File: config.mk
export PLATFORM = sky130hd
export DESIGN_NAME = small_fast_prng_ranged_draw_unit_flat
export DESIGN_NICKNAME = d
export VERILOG_FILES = /design/src/rtl/sfprd_pkg.sv /design/src/rtl/sfprd_req_if.sv /design/src/rtl/sfprd_rsp_if.sv /design/src/rtl/small_fast_prng_ranged_draw_unit.sv /design/src/rtl/sfprd_mix.sv /design/src/rtl/sfprd_rem.sv /design/src/flat_wrapper.sv
export VERILOG_INCLUDE_DIRS = /design/src /design/src/rtl
export SDC_FILE = /design/constraint.sdc
export NUM_CORES = 2
export LEC_CHECK = 0
export BUFFER_PORTS_ARGS = -buffer_cell sky130_fd_sc_hd__buf_4
export CAP_MARGIN = 15
export CORE_UTILIZATION = 55
export CTS_CLUSTER_DIAMETER = 100
export DETAILED_ROUTE_END_ITERATION = 6
export GPL_TIMING_DRIVEN = 0
export HOLD_SLACK_MARGIN = 0.05
export PLACE_DENSITY_LB_ADDON = 0.2
export SLEW_MARGIN = 30
export SYNTH_ARGS = -nofsm -noshare
export SYNTH_HDL_FRONTEND = slang
export SYNTH_SLANG_ARGS = --single-unit
export TNS_END_PERCENT = 50
File: constraint.sdc
create_clock -name clock -period 5 [get_ports clock]
set_input_delay 0.5 -clock clock [delete_from_list [all_inputs] [get_ports clock]]
set_output_delay 0.5 -clock clock [all_outputs]
set_load 0.02 [all_outputs]
File: src/rtl/small_fast_prng_ranged_draw_unit_assert.svh
// ----------------------------------------------------------------------------
// Assertion macros shared by the ranged draw unit.
// ----------------------------------------------------------------------------
`ifndef SMALL_FAST_PRNG_RANGED_DRAW_UNIT_ASSERT_SVH
`define SMALL_FAST_PRNG_RANGED_DRAW_UNIT_ASSERT_SVH

// Same-cycle implication, disabled while reset is high.
`define SFPRD_ASSERT_IMPLIES(label, clk, rst, ante, cons, msg) \
   label: assert property (@(posedge clk) disable iff (rst) (ante) |-> (cons)) \
      else $error(msg);

// Next-cycle implication, disabled while reset is high.
`define SFPRD_ASSERT_NEXT(label, clk, rst, ante, cons, msg) \
   label: assert property (@(posedge clk) disable iff (rst) (ante) |=> (cons)) \
      else $error(msg);

`endif

File: src/rtl/sfprd_pkg.sv
// ----------------------------------------------------------------------------
// sfprd_pkg
// Types, constants and helpers shared by the ranged draw unit.
// ----------------------------------------------------------------------------
package sfprd_pkg;

   localparam int unsigned DataWidth        = 64;
   localparam int unsigned MixRoundsDefault = 20;
   localparam int unsigned RotB             = 27;
   localparam int unsigned RotC             = 17;

   typedef logic [DataWidth-1:0] word_type;

   localparam word_type StartWordA = 64'h0000_0000_f1ea_5eed;

   // Request action codes.
   localparam logic ActionRestart = 1'b0;
   localparam logic ActionDraw    = 1'b1;

   // Control from the sequencer to the mixing datapath.
   typedef struct packed {
      logic load;
      logic step;
   } mix_ctl_type;

   // Status from the remainder unit.
   typedef struct packed {
      logic busy;
      logic done;
   } rem_sts_type;

   // Rotate left by a constant amount between 1 and DataWidth-1.
   function automatic word_type rotl_word(input word_type v, input int unsigned k);
      return (v << k) | (v >> (DataWidth - k));
   endfunction

endpackage

File: src/rtl/sfprd_req_if.sv
// ----------------------------------------------------------------------------
// sfprd_req_if
// Request channel: action and the inclusive bounds of a draw.
// ----------------------------------------------------------------------------
interface sfprd_req_if;
   import sfprd_pkg::*;

   logic     valid;
   logic     ready;
   logic     action;
   word_type low_bound;
   word_type high_bound;

   modport source (output valid, output action, output low_bound, output high_bound,
                   input ready);
   modport sink   (input valid, input action, input low_bound, input high_bound,
                   output ready);
endinterface

File: src/rtl/sfprd_rsp_if.sv
// ----------------------------------------------------------------------------
// sfprd_rsp_if
// Response channel: the drawn value.
// ----------------------------------------------------------------------------
interface sfprd_rsp_if;
   import sfprd_pkg::*;

   logic     valid;
   logic     ready;
   word_type value;

   modport source (output valid, output value, input ready);
   modport sink   (input valid, input value, output ready);
endinterface

File: src/rtl/small_fast_prng_ranged_draw_unit.sv
// ----------------------------------------------------------------------------
// small_fast_prng_ranged_draw_unit - ranged draws from a four-word generator.
// Draw: two half rounds, 64 remainder steps, select and output; an empty,
// single or full range skips the remainder loop.
// Restart: the mixing rounds on the shared mixing datapath, no response.
// Reset runs that restart with seed zero, so the request side is not ready for it.
// ----------------------------------------------------------------------------
`include "small_fast_prng_ranged_draw_unit_assert.svh"

module small_fast_prng_ranged_draw_unit #(
   parameter int unsigned MIX_ROUNDS = sfprd_pkg::MixRoundsDefault
) (
   input  logic                clock,
   input  logic                reset,
   sfprd_req_if.sink           req,
   sfprd_rsp_if.source         rsp,
   input  logic                csr_write_enable,
   input  sfprd_pkg::word_type csr_write_data
);
   import sfprd_pkg::*;

   // Sequencer states. The block only takes a request while idle.
   localparam logic [2:0] StIdle = 3'd0;  // waiting for a request
   localparam logic [2:0] StMix  = 3'd1;  // restart rounds after a load
   localparam logic [2:0] StAdv  = 3'd2;  // one generator advance for a draw
   localparam logic [2:0] StSel  = 3'd3;  // raw output ready: divide or not
   localparam logic [2:0] StDiv  = 3'd4;  // remainder unit running
   localparam logic [2:0] StDone = 3'd5;  // load the response register

   localparam int unsigned RoundWidth = $clog2(MIX_ROUNDS + 2);

   logic [2:0]            state_ff, state_in;
   logic [RoundWidth-1:0] rounds_ff, rounds_in;
   word_type              seed_ff;
   word_type              lo_ff, lo_in;
   word_type              diff_ff, diff_in;
   logic                  single_ff, single_in;
   logic                  full_ff, full_in;
   logic                  rsp_valid_ff, rsp_valid_in;
   word_type              value_ff, value_in;

   logic                  accept;
   logic [DataWidth:0]    span;
   mix_ctl_type           mix_ctl;
   logic                  mix_phase;
   word_type              raw;
   logic                  rem_start;
   rem_sts_type           rem_sts;
   word_type              remainder;
   word_type              addend;
   logic                  rsp_load;

   // The seed register is written straight from the configuration port.
   always_ff @(posedge clock) begin
      if (reset) begin
         seed_ff <= '0;
      end else if (csr_write_enable) begin
         seed_ff <= csr_write_data;
      end
   end

   assign req.ready = (state_ff == StIdle);
   assign accept    = req.valid && req.ready;

   // One 65-bit subtract classifies the range. A borrow means low is above
   // high, and a zero difference means a single value; both return low as it
   // is. An all-ones difference is the full range, where the count wraps to
   // zero and the raw output is used without division.
   assign span = {1'b0, req.high_bound} - {1'b0, req.low_bound};

   // The response is low plus one of three addends.
   always_comb begin
      if (single_ff) begin
         addend = '0;
      end else if (full_ff) begin
         addend = raw;
      end else begin
         addend = remainder;
      end
   end

   always_comb begin
      state_in  = state_ff;
      rounds_in = rounds_ff;
      lo_in     = lo_ff;
      diff_in   = diff_ff;
      single_in = single_ff;
      full_in   = full_ff;
      mix_ctl   = '0;
      rem_start = 1'b0;
      rsp_load  = 1'b0;
      unique case (state_ff)
         StIdle: begin
            if (accept) begin
               if (req.action == ActionRestart) begin
                  // Load the words now and run the rounds in StMix.
                  mix_ctl.load = 1'b1;
                  rounds_in    = RoundWidth'(MIX_ROUNDS);
                  state_in     = StMix;
               end else begin
                  lo_in     = req.low_bound;
                  diff_in   = span[DataWidth-1:0];
                  single_in = span[DataWidth] || (span[DataWidth-1:0] == '0);
                  full_in   = !span[DataWidth] && (&span[DataWidth-1:0]);
                  state_in  = (span[DataWidth] || (span[DataWidth-1:0] == '0)) ?
                              StDone : StAdv;
               end
            end
         end
         StMix: begin
            // Each round takes two half steps on the mixing datapath.
            if (rounds_ff == '0) begin
               state_in = StIdle;
            end else begin
               mix_ctl.step = 1'b1;
               if (mix_phase) begin
                  rounds_in = rounds_ff - RoundWidth'(1);
               end
            end
         end
         StAdv: begin
            mix_ctl.step = 1'b1;
            if (mix_phase) begin
               state_in = StSel;
            end
         end
         StSel: begin
            if (full_ff) begin
               state_in = StDone;
            end else begin
               rem_start = 1'b1;
               state_in  = StDiv;
            end
         end
         StDiv: begin
            if (rem_sts.done) begin
               state_in = StDone;
            end
         end
         StDone: begin
            // Wait for the response register to be free.
            if (!rsp_valid_ff || rsp.ready) begin
               rsp_load = 1'b1;
               state_in = StIdle;
            end
         end
         default: begin
            state_in = StIdle;
         end
      endcase
   end

   assign rsp_valid_in = rsp_load ? 1'b1 : (rsp.ready ? 1'b0 : rsp_valid_ff);
   assign value_in     = rsp_load ? (lo_ff + addend) : value_ff;

   // After reset the words hold the loaded start values and the sequencer
   // runs the restart rounds before it takes the first request.
   always_ff @(posedge clock) begin
      if (reset) begin
         state_ff     <= StMix;
         rounds_ff    <= RoundWidth'(MIX_ROUNDS);
         rsp_valid_ff <= 1'b0;
      end else begin
         state_ff     <= state_in;
         rounds_ff    <= rounds_in;
         rsp_valid_ff <= rsp_valid_in;
      end
   end

   always_ff @(posedge clock) begin
      lo_ff     <= lo_in;
      diff_ff   <= diff_in;
      single_ff <= single_in;
      full_ff   <= full_in;
      value_ff  <= value_in;
   end

   assign rsp.valid = rsp_valid_ff;
   assign rsp.value = value_ff;

   sfprd_mix u_mix (
      .clock   (clock),
      .reset   (reset),
      .mix_ctl (mix_ctl),
      .seed    (seed_ff),
      .phase   (mix_phase),
      .raw     (raw)
   );

   // The count is the difference plus one; it is never zero on this path.
   sfprd_rem u_rem (
      .clock     (clock),
      .reset     (reset),
      .start     (rem_start),
      .dividend  (raw),
      .divisor   (diff_ff + word_type'(1)),
      .sts       (rem_sts),
      .remainder (remainder)
   );

   `SFPRD_ASSERT_IMPLIES(a_ready_rem_idle, clock, reset, req.ready, !rem_sts.busy, "request taken while the remainder unit is busy")
   `SFPRD_ASSERT_NEXT(a_restart_mixes, clock, reset, accept && (req.action == ActionRestart), state_ff == StMix, "restart did not enter the mixing rounds")
   `SFPRD_ASSERT_IMPLIES(a_load_slot_free, clock, reset, rsp_load, !rsp_valid_ff || rsp.ready, "response overwritten before it was taken")
   `SFPRD_ASSERT_IMPLIES(a_div_unit_active, clock, reset, state_ff == StDiv, rem_sts.busy || rem_sts.done, "waiting on an idle remainder unit")

endmodule

File: src/rtl/sfprd_mix.sv
// ----------------------------------------------------------------------------
// sfprd_mix
// Generator words and the shared mixing datapath, one half round per step.
// ----------------------------------------------------------------------------
module sfprd_mix (
   input  logic                   clock,
   input  logic                   reset,
   input  sfprd_pkg::mix_ctl_type mix_ctl,
   input  sfprd_pkg::word_type    seed,
   output logic                   phase,
   output sfprd_pkg::word_type    raw
);
   import sfprd_pkg::*;

   word_type a_ff, b_ff, c_ff, d_ff, e_ff;
   word_type a_in, b_in, c_in, d_in, e_in;
   logic     phase_ff, phase_in;

   // First half: e and the new a. Second half: b, c and d, each one add.
   always_comb begin
      a_in     = a_ff;
      b_in     = b_ff;
      c_in     = c_ff;
      d_in     = d_ff;
      e_in     = e_ff;
      phase_in = phase_ff;
      if (mix_ctl.load) begin
         a_in     = StartWordA;
         b_in     = seed;
         c_in     = seed;
         d_in     = seed;
         phase_in = 1'b0;
      end else if (mix_ctl.step) begin
         if (!phase_ff) begin
            e_in     = a_ff - rotl_word(b_ff, RotB);
            a_in     = b_ff ^ rotl_word(c_ff, RotC);
            phase_in = 1'b1;
         end else begin
            b_in     = c_ff + d_ff;
            c_in     = d_ff + e_ff;
            d_in     = e_ff + a_ff;
            phase_in = 1'b0;
         end
      end
   end

   always_ff @(posedge clock) begin
      if (reset) begin
         a_ff     <= StartWordA;
         b_ff     <= '0;
         c_ff     <= '0;
         d_ff     <= '0;
         phase_ff <= 1'b0;
      end else begin
         a_ff     <= a_in;
         b_ff     <= b_in;
         c_ff     <= c_in;
         d_ff     <= d_in;
         phase_ff <= phase_in;
      end
   end

   always_ff @(posedge clock) begin
      e_ff <= e_in;
   end

   assign phase = phase_ff;
   assign raw   = d_ff;

endmodule

File: src/rtl/sfprd_rem.sv
// ----------------------------------------------------------------------------
// sfprd_rem
// Bit-serial restoring remainder, one dividend bit per cycle.
// ----------------------------------------------------------------------------
module sfprd_rem (
   input  logic                   clock,
   input  logic                   reset,
   input  logic                   start,
   input  sfprd_pkg::word_type    dividend,
   input  sfprd_pkg::word_type    divisor,
   output sfprd_pkg::rem_sts_type sts,
   output sfprd_pkg::word_type    remainder
);
   import sfprd_pkg::*;

   localparam int unsigned CountWidth = $clog2(DataWidth + 1);

   logic [CountWidth-1:0] cnt_ff, cnt_in;
   logic                  done_ff, done_in;
   word_type              rem_ff, rem_in;
   word_type              dvd_ff, dvd_in;
   word_type              dsr_ff, dsr_in;
   logic [DataWidth:0]    partial;
   logic [DataWidth:0]    trial;

   assign partial = {rem_ff, dvd_ff[DataWidth-1]};
   assign trial   = partial - {1'b0, dsr_ff};

   always_comb begin
      cnt_in  = cnt_ff;
      rem_in  = rem_ff;
      dvd_in  = dvd_ff;
      dsr_in  = dsr_ff;
      done_in = 1'b0;
      if (start) begin
         cnt_in = CountWidth'(DataWidth);
         rem_in = '0;
         dvd_in = dividend;
         dsr_in = divisor;
      end else if (cnt_ff != '0) begin
         // A clear borrow means the shifted remainder reached the divisor.
         rem_in  = trial[DataWidth] ? partial[DataWidth-1:0] : trial[DataWidth-1:0];
         dvd_in  = {dvd_ff[DataWidth-2:0], 1'b0};
         cnt_in  = cnt_ff - CountWidth'(1);
         done_in = (cnt_ff == CountWidth'(1));
      end
   end

   always_ff @(posedge clock) begin
      if (reset) begin
         cnt_ff  <= '0;
         done_ff <= 1'b0;
      end else begin
         cnt_ff  <= cnt_in;
         done_ff <= done_in;
      end
   end

   always_ff @(posedge clock) begin
      rem_ff <= rem_in;
      dvd_ff <= dvd_in;
      dsr_ff <= dsr_in;
   end

   assign sts.busy  = (cnt_ff != '0);
   assign sts.done  = done_ff;
   assign remainder = rem_ff;

endmodule

File: src/flat_wrapper.sv
// flat-port wrapper written by rule: the top's interface ports become plain ports
module small_fast_prng_ranged_draw_unit_flat import sfprd_pkg::*;
#(
   parameter int unsigned MIX_ROUNDS = sfprd_pkg::MixRoundsDefault
)
  (clock, reset, csr_write_enable, csr_write_data, req_valid, req_action, req_low_bound, req_high_bound, req_ready, rsp_valid, rsp_value, rsp_ready);
  sfprd_req_if req_i ();
  sfprd_rsp_if rsp_i ();
  input  logic clock;
  input  logic reset;
  input  logic csr_write_enable;
  input  sfprd_pkg::word_type csr_write_data;
  input wire logic [$bits(req_i.valid)-1:0] req_valid;
  input wire logic [$bits(req_i.action)-1:0] req_action;
  input wire logic [$bits(req_i.low_bound)-1:0] req_low_bound;
  input wire logic [$bits(req_i.high_bound)-1:0] req_high_bound;
  output wire logic [$bits(req_i.ready)-1:0] req_ready;
  output wire logic [$bits(rsp_i.valid)-1:0] rsp_valid;
  output wire logic [$bits(rsp_i.value)-1:0] rsp_value;
  input wire logic [$bits(rsp_i.ready)-1:0] rsp_ready;
  assign req_i.valid = req_valid;
  assign req_i.action = req_action;
  assign req_i.low_bound = req_low_bound;
  assign req_i.high_bound = req_high_bound;
  assign req_ready = req_i.ready;
  assign rsp_valid = rsp_i.valid;
  assign rsp_value = rsp_i.value;
  assign rsp_i.ready = rsp_ready;
  small_fast_prng_ranged_draw_unit #(.MIX_ROUNDS(MIX_ROUNDS)) u_core (.clock(clock), .reset(reset), .req(req_i), .rsp(rsp_i), .csr_write_enable(csr_write_enable), .csr_write_data(csr_write_data));
endmodule
Word-level counts from Yosys, hierarchy flattened

Index checks and enable logic that the tools add are counted.

Bits in writable memories: 0
Bits in latches: 0
Word-level logic and storage cells: 118
Memory bits (read-only): 0
Input bits: 198
Output and inout bits: 66
Memories: 0
Register bits after elaboration: 788

Equal/unequal tests: 14
Multiply operators: 0
Shift operators: 0
Reduce and logical (&&, ||, !) cells: 25
Add/subtract/negate cells: 10
Multiplexer cells: 42
Div/mod/pow operators: 0
Magnitude comparators: 0
Bitwise gates (word level): 6

Operators with widths:

| kind                                                                   | count |
|---|---|
| 64-bit two-way mux                                                     | 14 |
| 64-bit adder                                                           | 4 |
| 64-bit by 64-bit subtractor with 65-bit output                         | 1 |
| 65-bit by 64-bit subtractor with 65-bit output                         | 1 |
| 64-bit by 1-bit adder with 64-bit output (second input constant)       | 1 |
| 64-bit zero test                                                       | 1 |
| 64-bit by 17-bit OR with 64-bit output                                 | 1 |
| 64-bit by 27-bit OR with 64-bit output                                 | 1 |
| 64-bit AND reduction                                                   | 1 |
| 64-bit subtractor                                                      | 1 |
| 64-bit bitwise XOR                                                     | 1 |
| 3-bit two-way mux                                                      | 7 |
| 5-bit two-way mux                                                      | 4 |
| 3-bit one-hot mux with 6 select lines                                  | 1 |
| 7-bit two-way mux                                                      | 2 |
| 1-bit two-way mux                                                      | 12 |
| 2-bit inequality test (second input constant)                          | 6 |
| 5-bit one-hot mux with 2 select lines                                  | 1 |
| 5-bit AND reduction                                                    | 2 |
| 2-bit nonzero test                                                     | 5 |
| 7-bit by 1-bit equality test with 1-bit output (second input constant) | 1 |
| 7-bit nonzero test                                                     | 1 |
| 7-bit by 1-bit subtractor with 7-bit output (second input constant)    | 1 |
| 3-bit by 2-bit equality test with 1-bit output (second input constant) | 2 |
| other kinds (15)                                                       | 25 |

Longest topological paths before layout

Word-level depth: 7
Gate-level depth with buffers: 20
Depth with buffers taken out: 18

By module

A second synthesis with hierarchy kept.

Cell total of the unflattened synthesis: 6755
Area total of the unflattened synthesis: 57956.8 µm²

Modules (own cells, without submodules):

| module                           | area an instance (µm²) | instances | cells an instance | sequential area each (µm²) |
|---|---|---|---|---|
| sfprd_mix                        | 27199.8                | 1         | 3483              | 7066.8 |
| small_fast_prng_ranged_draw_unit | 18640.4                | 1         | 2000              | 7287.0 |
| sfprd_rem                        | 12116.6                | 1         | 1272              | 5285.1 |

Worst setup path after synthesis

No wires, ideal clock.

Kind: register to register
Start: reg u_core.state_ff[1]
End: reg u_core.state_ff[2]
Cell stages (with the launch flop): 6
Setup time: 79 ps
Arrival: 4820 ps
Path buffers: 1
Period minus slack after synthesis: 4899 ps
Slack: 101 ps
Required time: 4921 ps
Cell sequence: dfxtp_1 -> clkbuf_1 -> nor3_1 -> and3_1 -> a221oi_1 -> nor2_1

Longest elaborated chain between the ends: 4
Elaborated cells on any way between the ends: 14
Those cells by class: eq/ne (10); mux (1); reduce/logical (3)

Ends and longest elaborated chain:

| what                                   | RTL line                                | RTL |
|---|---|---|
| start: declaration                     | small_fast_prng_ranged_draw_unit.sv:32  | `logic [2:0] state_ff, state_in;` |
| start signal: assignment               | small_fast_prng_ranged_draw_unit.sv:160 | `state_ff <= StMix;` |
| start signal: assignment               | small_fast_prng_ranged_draw_unit.sv:164 | `state_ff <= state_in;` |
| 3-bit zero test (*)                    | small_fast_prng_ranged_draw_unit.sv:62  | `assign req.ready = (state_ff == StIdle);` |
| named net req_ready                    | flat_wrapper.sv:17                      | `output wire logic [$bits(req_i.ready)-1:0] req_ready;` |
| 1-bit logical AND                      | small_fast_prng_ranged_draw_unit.sv:63  | `assign accept = req.valid && req.ready;` |
| 2-bit inequality test (no source line) | n/a                                     |  |
| 5-bit AND reduction (no source line)   | n/a                                     |  |

The timed path passes the listed nets; every way through them passes the cells marked *.
A chain may end at the register's enable or synchronous reset.

Worst setup path in the final report

Start: reg u_core.u_mix.e_ff[0]
End: reg u_core.u_mix.d_ff[56] (netlist: u_core.u_mix.raw[56])

Longest elaborated chain between the ends: 4

Ends and longest elaborated chain:

| what                     | RTL line        | RTL |
|---|---|---|
| start: declaration       | sfprd_mix.sv:15 | `word_type a_ff, b_ff, c_ff, d_ff, e_ff;` |
| start signal: assignment | sfprd_mix.sv:64 | `e_ff <= e_in;` |
| 64-bit adder             | sfprd_mix.sv:41 | `d_in = e_ff + a_ff;` |
| 64-bit two-way mux       | sfprd_mix.sv:34 | `if (!phase_ff) begin` |
| 64-bit two-way mux       | sfprd_mix.sv:33 | `end else if (mix_ctl.step) begin` |
| 64-bit two-way mux       | sfprd_mix.sv:27 | `if (mix_ctl.load) begin` |
| end signal: assignment   | sfprd_mix.sv:58 | `d_ff <= d_in;` |
| end: declaration         | sfprd_mix.sv:15 |  |

No other way between the ends. The select of a mux whose other input is x is not followed.

==> flow_summary.yaml <==
synthesis:
  syn_avg_cell_area_um2: 8.48
  synthTopCellsByArea: "edfxtp_1 (21%), dfxtp_1 (14%), ha_1 (10%), a21oi_1 (5.9%), xnor2_1 (5.4%)"
  synthXorXnorAreaFrac: 0.0775
  netlist_area_um2: 56400
  syn_nets: 7304
  yosys-mux-area-fraction: 0.0269
  yosysMostFrequentCell: "nand2_1"
  yosysWarningCount: 0
  synth_compound_area_frac: 0.240
  yosys.area.top_type: "edfxtp_1"
  synth-async-reset-ratio: 0
  yosysTopAreaCellShare: 0.205
  ys_seq_area_frac: 0.348
  synth_cell_types: 98
  yosys.area_share.simple: 0.162
  synth_top_family_by_area: "compound AO/OA/AOI/OAI gates"
  synth-adder-area-share: 0.102
  synth_cells: 6650
  ys_ff_latch: 788
  synth_common_cells: "nand2_1 (749), a21oi_1 (664), nor2_1 (512)"
  synth_ff_type: "dfxtp_1"
  synth_edf_count: 386
clock_tree:
  root_buffer: "clkbuf_16"
  clock-sinks: 788
  cts_tree: "done"
  clk_latency_ns: 0.69
  htreeDepth: 3
  clkTransAtPathRegs_ns: 0.06
  cts_buffers: 88
  clk_path_buf_depth: 3
worst_setup_path:
  crit_buf_inv: 1
  worstPathMaxFanout: 4
  crit_family: "compound AO/OA/AOI/OAI gates"
  cp_slowest_stage_delay_ns: 0.94
  cp_slowest_cell: "o31ai_1"
  cp.arrival_ns: 5.55
  path_cells: "ha_1 > inv_1 > fa_1 > nor2b_1 > o31a_1 > o31ai_1 > a211oi_1 > nor2_1 > a211oi_1 > a21oi_1 > o211ai_1 > o211a_1 > a31oi_1 > xor2_1 > o22ai_1"
  crit_top_cell: "a211oi_1"
  cp-start-kind: "flop"
  critPathRequiredTime_ns: 5.53
  critPathCaptureType: "flop"
  criticalPathCategory: "reg2reg"
finish:
  area_growth_pct: 14.9
  fin_nets: 7778
  fillers: 8784
  drive_gt1_frac: 0.0814
worst_hold_path:
  holdCritPathClass: "in2reg"
route:
  wl_per_cell_um: 27.2
  routed_wl_mm: 233
  drcViolationCount: 0
  drtAntennaViolNets: 0
  firstDrtPassIters: 6
  viasPerCell: 6.45
  vias: 55256
  first_iter_violations: 6108
job:
  maxCapViolCount: 0
floorplanning:
  die_w_um: 322
  num_rows: 117
  initial_core_util: 0.554
  die_h_um: 322
  die_area_um2: 104000
  core_um2: 102000
  io_pins: 264
timing:
  max_freq_ghz: 0.199
  fin_ws_ns: -0.0211
  finalHoldViolCount: 0
  clock-skew-final_ns: 0.0255
  relSlewSlack: 0.217
  holdWs_ns: 0.0620
  tightestPinTransition_ns: 1.16
  min_period_ns: 5.02
  drv_slew: 0
  finalCritPeriodShare: 1.00
  setup_viol_count_final: 3
pwr:
  ir_worst_vdd_mv: 0.440
  powerDensity_nw_per_um2: 595
  finalPower_mw: 38.6
  leakage_nw: 27.3
global_routing:
  grt_overflow_total: 0
  antenna_found_initial: 6
  grt_max_degree: 57
  grt_pass1_vias: 51578
  grt_pass1_wl_mm: 333
  grtUsageTotal: 0.436
placement:
  routabilityCongestion: 1.08
  post-dp-hpwl_mm: 186
  io_buffers: 261
status:
  violations: "setup timing"
  outcome: "finished, violations left"
## what timing repair did
item / CTS / global route
pin swaps: 1 / 4
setup buffers: 7 / 4
endpoints found under the setup margin: 88 / 60
gates resized for setup: 31 / 34
hold buffers: 106 / 0
hold endpoints to repair: 106 / 0
## where the power goes
group	internal, mW	switching (mW)
Sequential	8.77	2.43
Combinational	7.77	12.7
Clock	3.88	2.96
## kinds of logic after synthesis
family	Yosys count
compound gates	2128
xor+xnor	498
fa+ha+maj	456
buf+inv	643
flops	788
mux	151
simple gates	1986
## tightest hold or removal path, cell delays in order
cell and delay, ns:
buf_4 0.08, mux2i_1 0.06, nor2_1 0.08
## metal layers
layer  wire [µm]  global-route usage  up-vias
met5          19                   0        -
met4       20300               0.337        4
met3       22200              0.0777      718
met2      103000               0.685     3192
met1       87700               0.532    26196
li1            -                   -    25146
## metrics by stage
step	instances	utilization	cell area (µm²)	TNS (ns)	setup slack [ns]
finish	8572	0.637	64800	-0.0449	-0.0211
detailed placement	8289	0.594	60400	-50.30	-2.07
CTS	8562	0.635	64600	-0.00209	-0.00209
global placement	8279	0.591	60100	-254.34	-2.52
global route	8567	0.637	64800	-0.000311	-0.000311
floorplan	6650	-	56400	0	0.101
## layout by cell type (no fill, tap or decap), types with 96 or more instances in the layout
| cell type | synthesis | routed |
|---|---|---|
| a211oi_1 | 108 | 103 |
| a21o_1 | 278 | 278 |
| a21oi_1 | 664 | 664 |
| buf_4 | 1 | 273 |
| clkbuf_1 | 254 | 242 |
| dfxtp_1 | 402 | 401 |
| dlygate4sd3_1 | 0 | 106 |
| edfxtp_1 | 386 | 386 |
| ha_1 | 449 | 449 |
| inv_1 | 331 | 331 |
| mux2i_1 | 147 | 146 |
| nand2_1 | 749 | 748 |
| nand3_1 | 121 | 120 |
| nand4_1 | 106 | 106 |
| nor2_1 | 512 | 510 |
| nor3_1 | 97 | 96 |
| o21ai_0 | 419 | 413 |
| o21bai_1 | 100 | 100 |
| xnor2_1 | 345 | 344 |
| xor2_1 | 152 | 152 |
## layout make-up
type	instances	area (µm²)	share of cell area
Antenna cell	7	17.5	0.000270
Sequential cell	788	19600	0.303
Clock inverter	52	536	0.00826
Multi-Input combinational cell	5219	34600	0.534
Buffer	305	1240	0.0191
Tap cell	1368	1710	0.0264
Timing Repair Buffer	389	3370	0.0520
Inverter	333	1250	0.0193
Clock buffer	111	2430	0.0375
## final timing paths
path | start | end | slack, ns | cells after the start
setup / recovery | u_core.u_mix.e_ff[0] | u_core.u_mix.raw[56] | -0.02 | 15
hold / removal | csr_write_data[33] | u_core.seed_ff[33] | 0.06 | 3
setup reg to reg | u_core.u_mix.e_ff[0] | u_core.u_mix.raw[56] | -0.02 | 15
hold reg to reg | u_core.rounds_ff[4] | u_core.rounds_ff[4] | 0.50 | 2
## registers in the layout, summed over array words and instances, names as in the netlist, 3 cells and up
register and count:
u_core.rounds_ff 5, u_core.lo_ff 64, u_core.u_mix.e_ff 64, u_core.rsp.value 64
u_core.u_mix.b_ff 64, u_core.u_rem.dvd_ff 64, u_core.state_ff 3, u_core.seed_ff 64
u_core.diff_ff 64, u_core.u_mix.c_ff 64, u_core.u_rem.remainder 64, u_core.u_mix.a_ff 64
u_core.u_rem.dsr_ff 64, u_core.u_mix.raw 64, u_core.u_rem.cnt_ff 7
No activity file was read; power rests on OpenSTA's default activity.
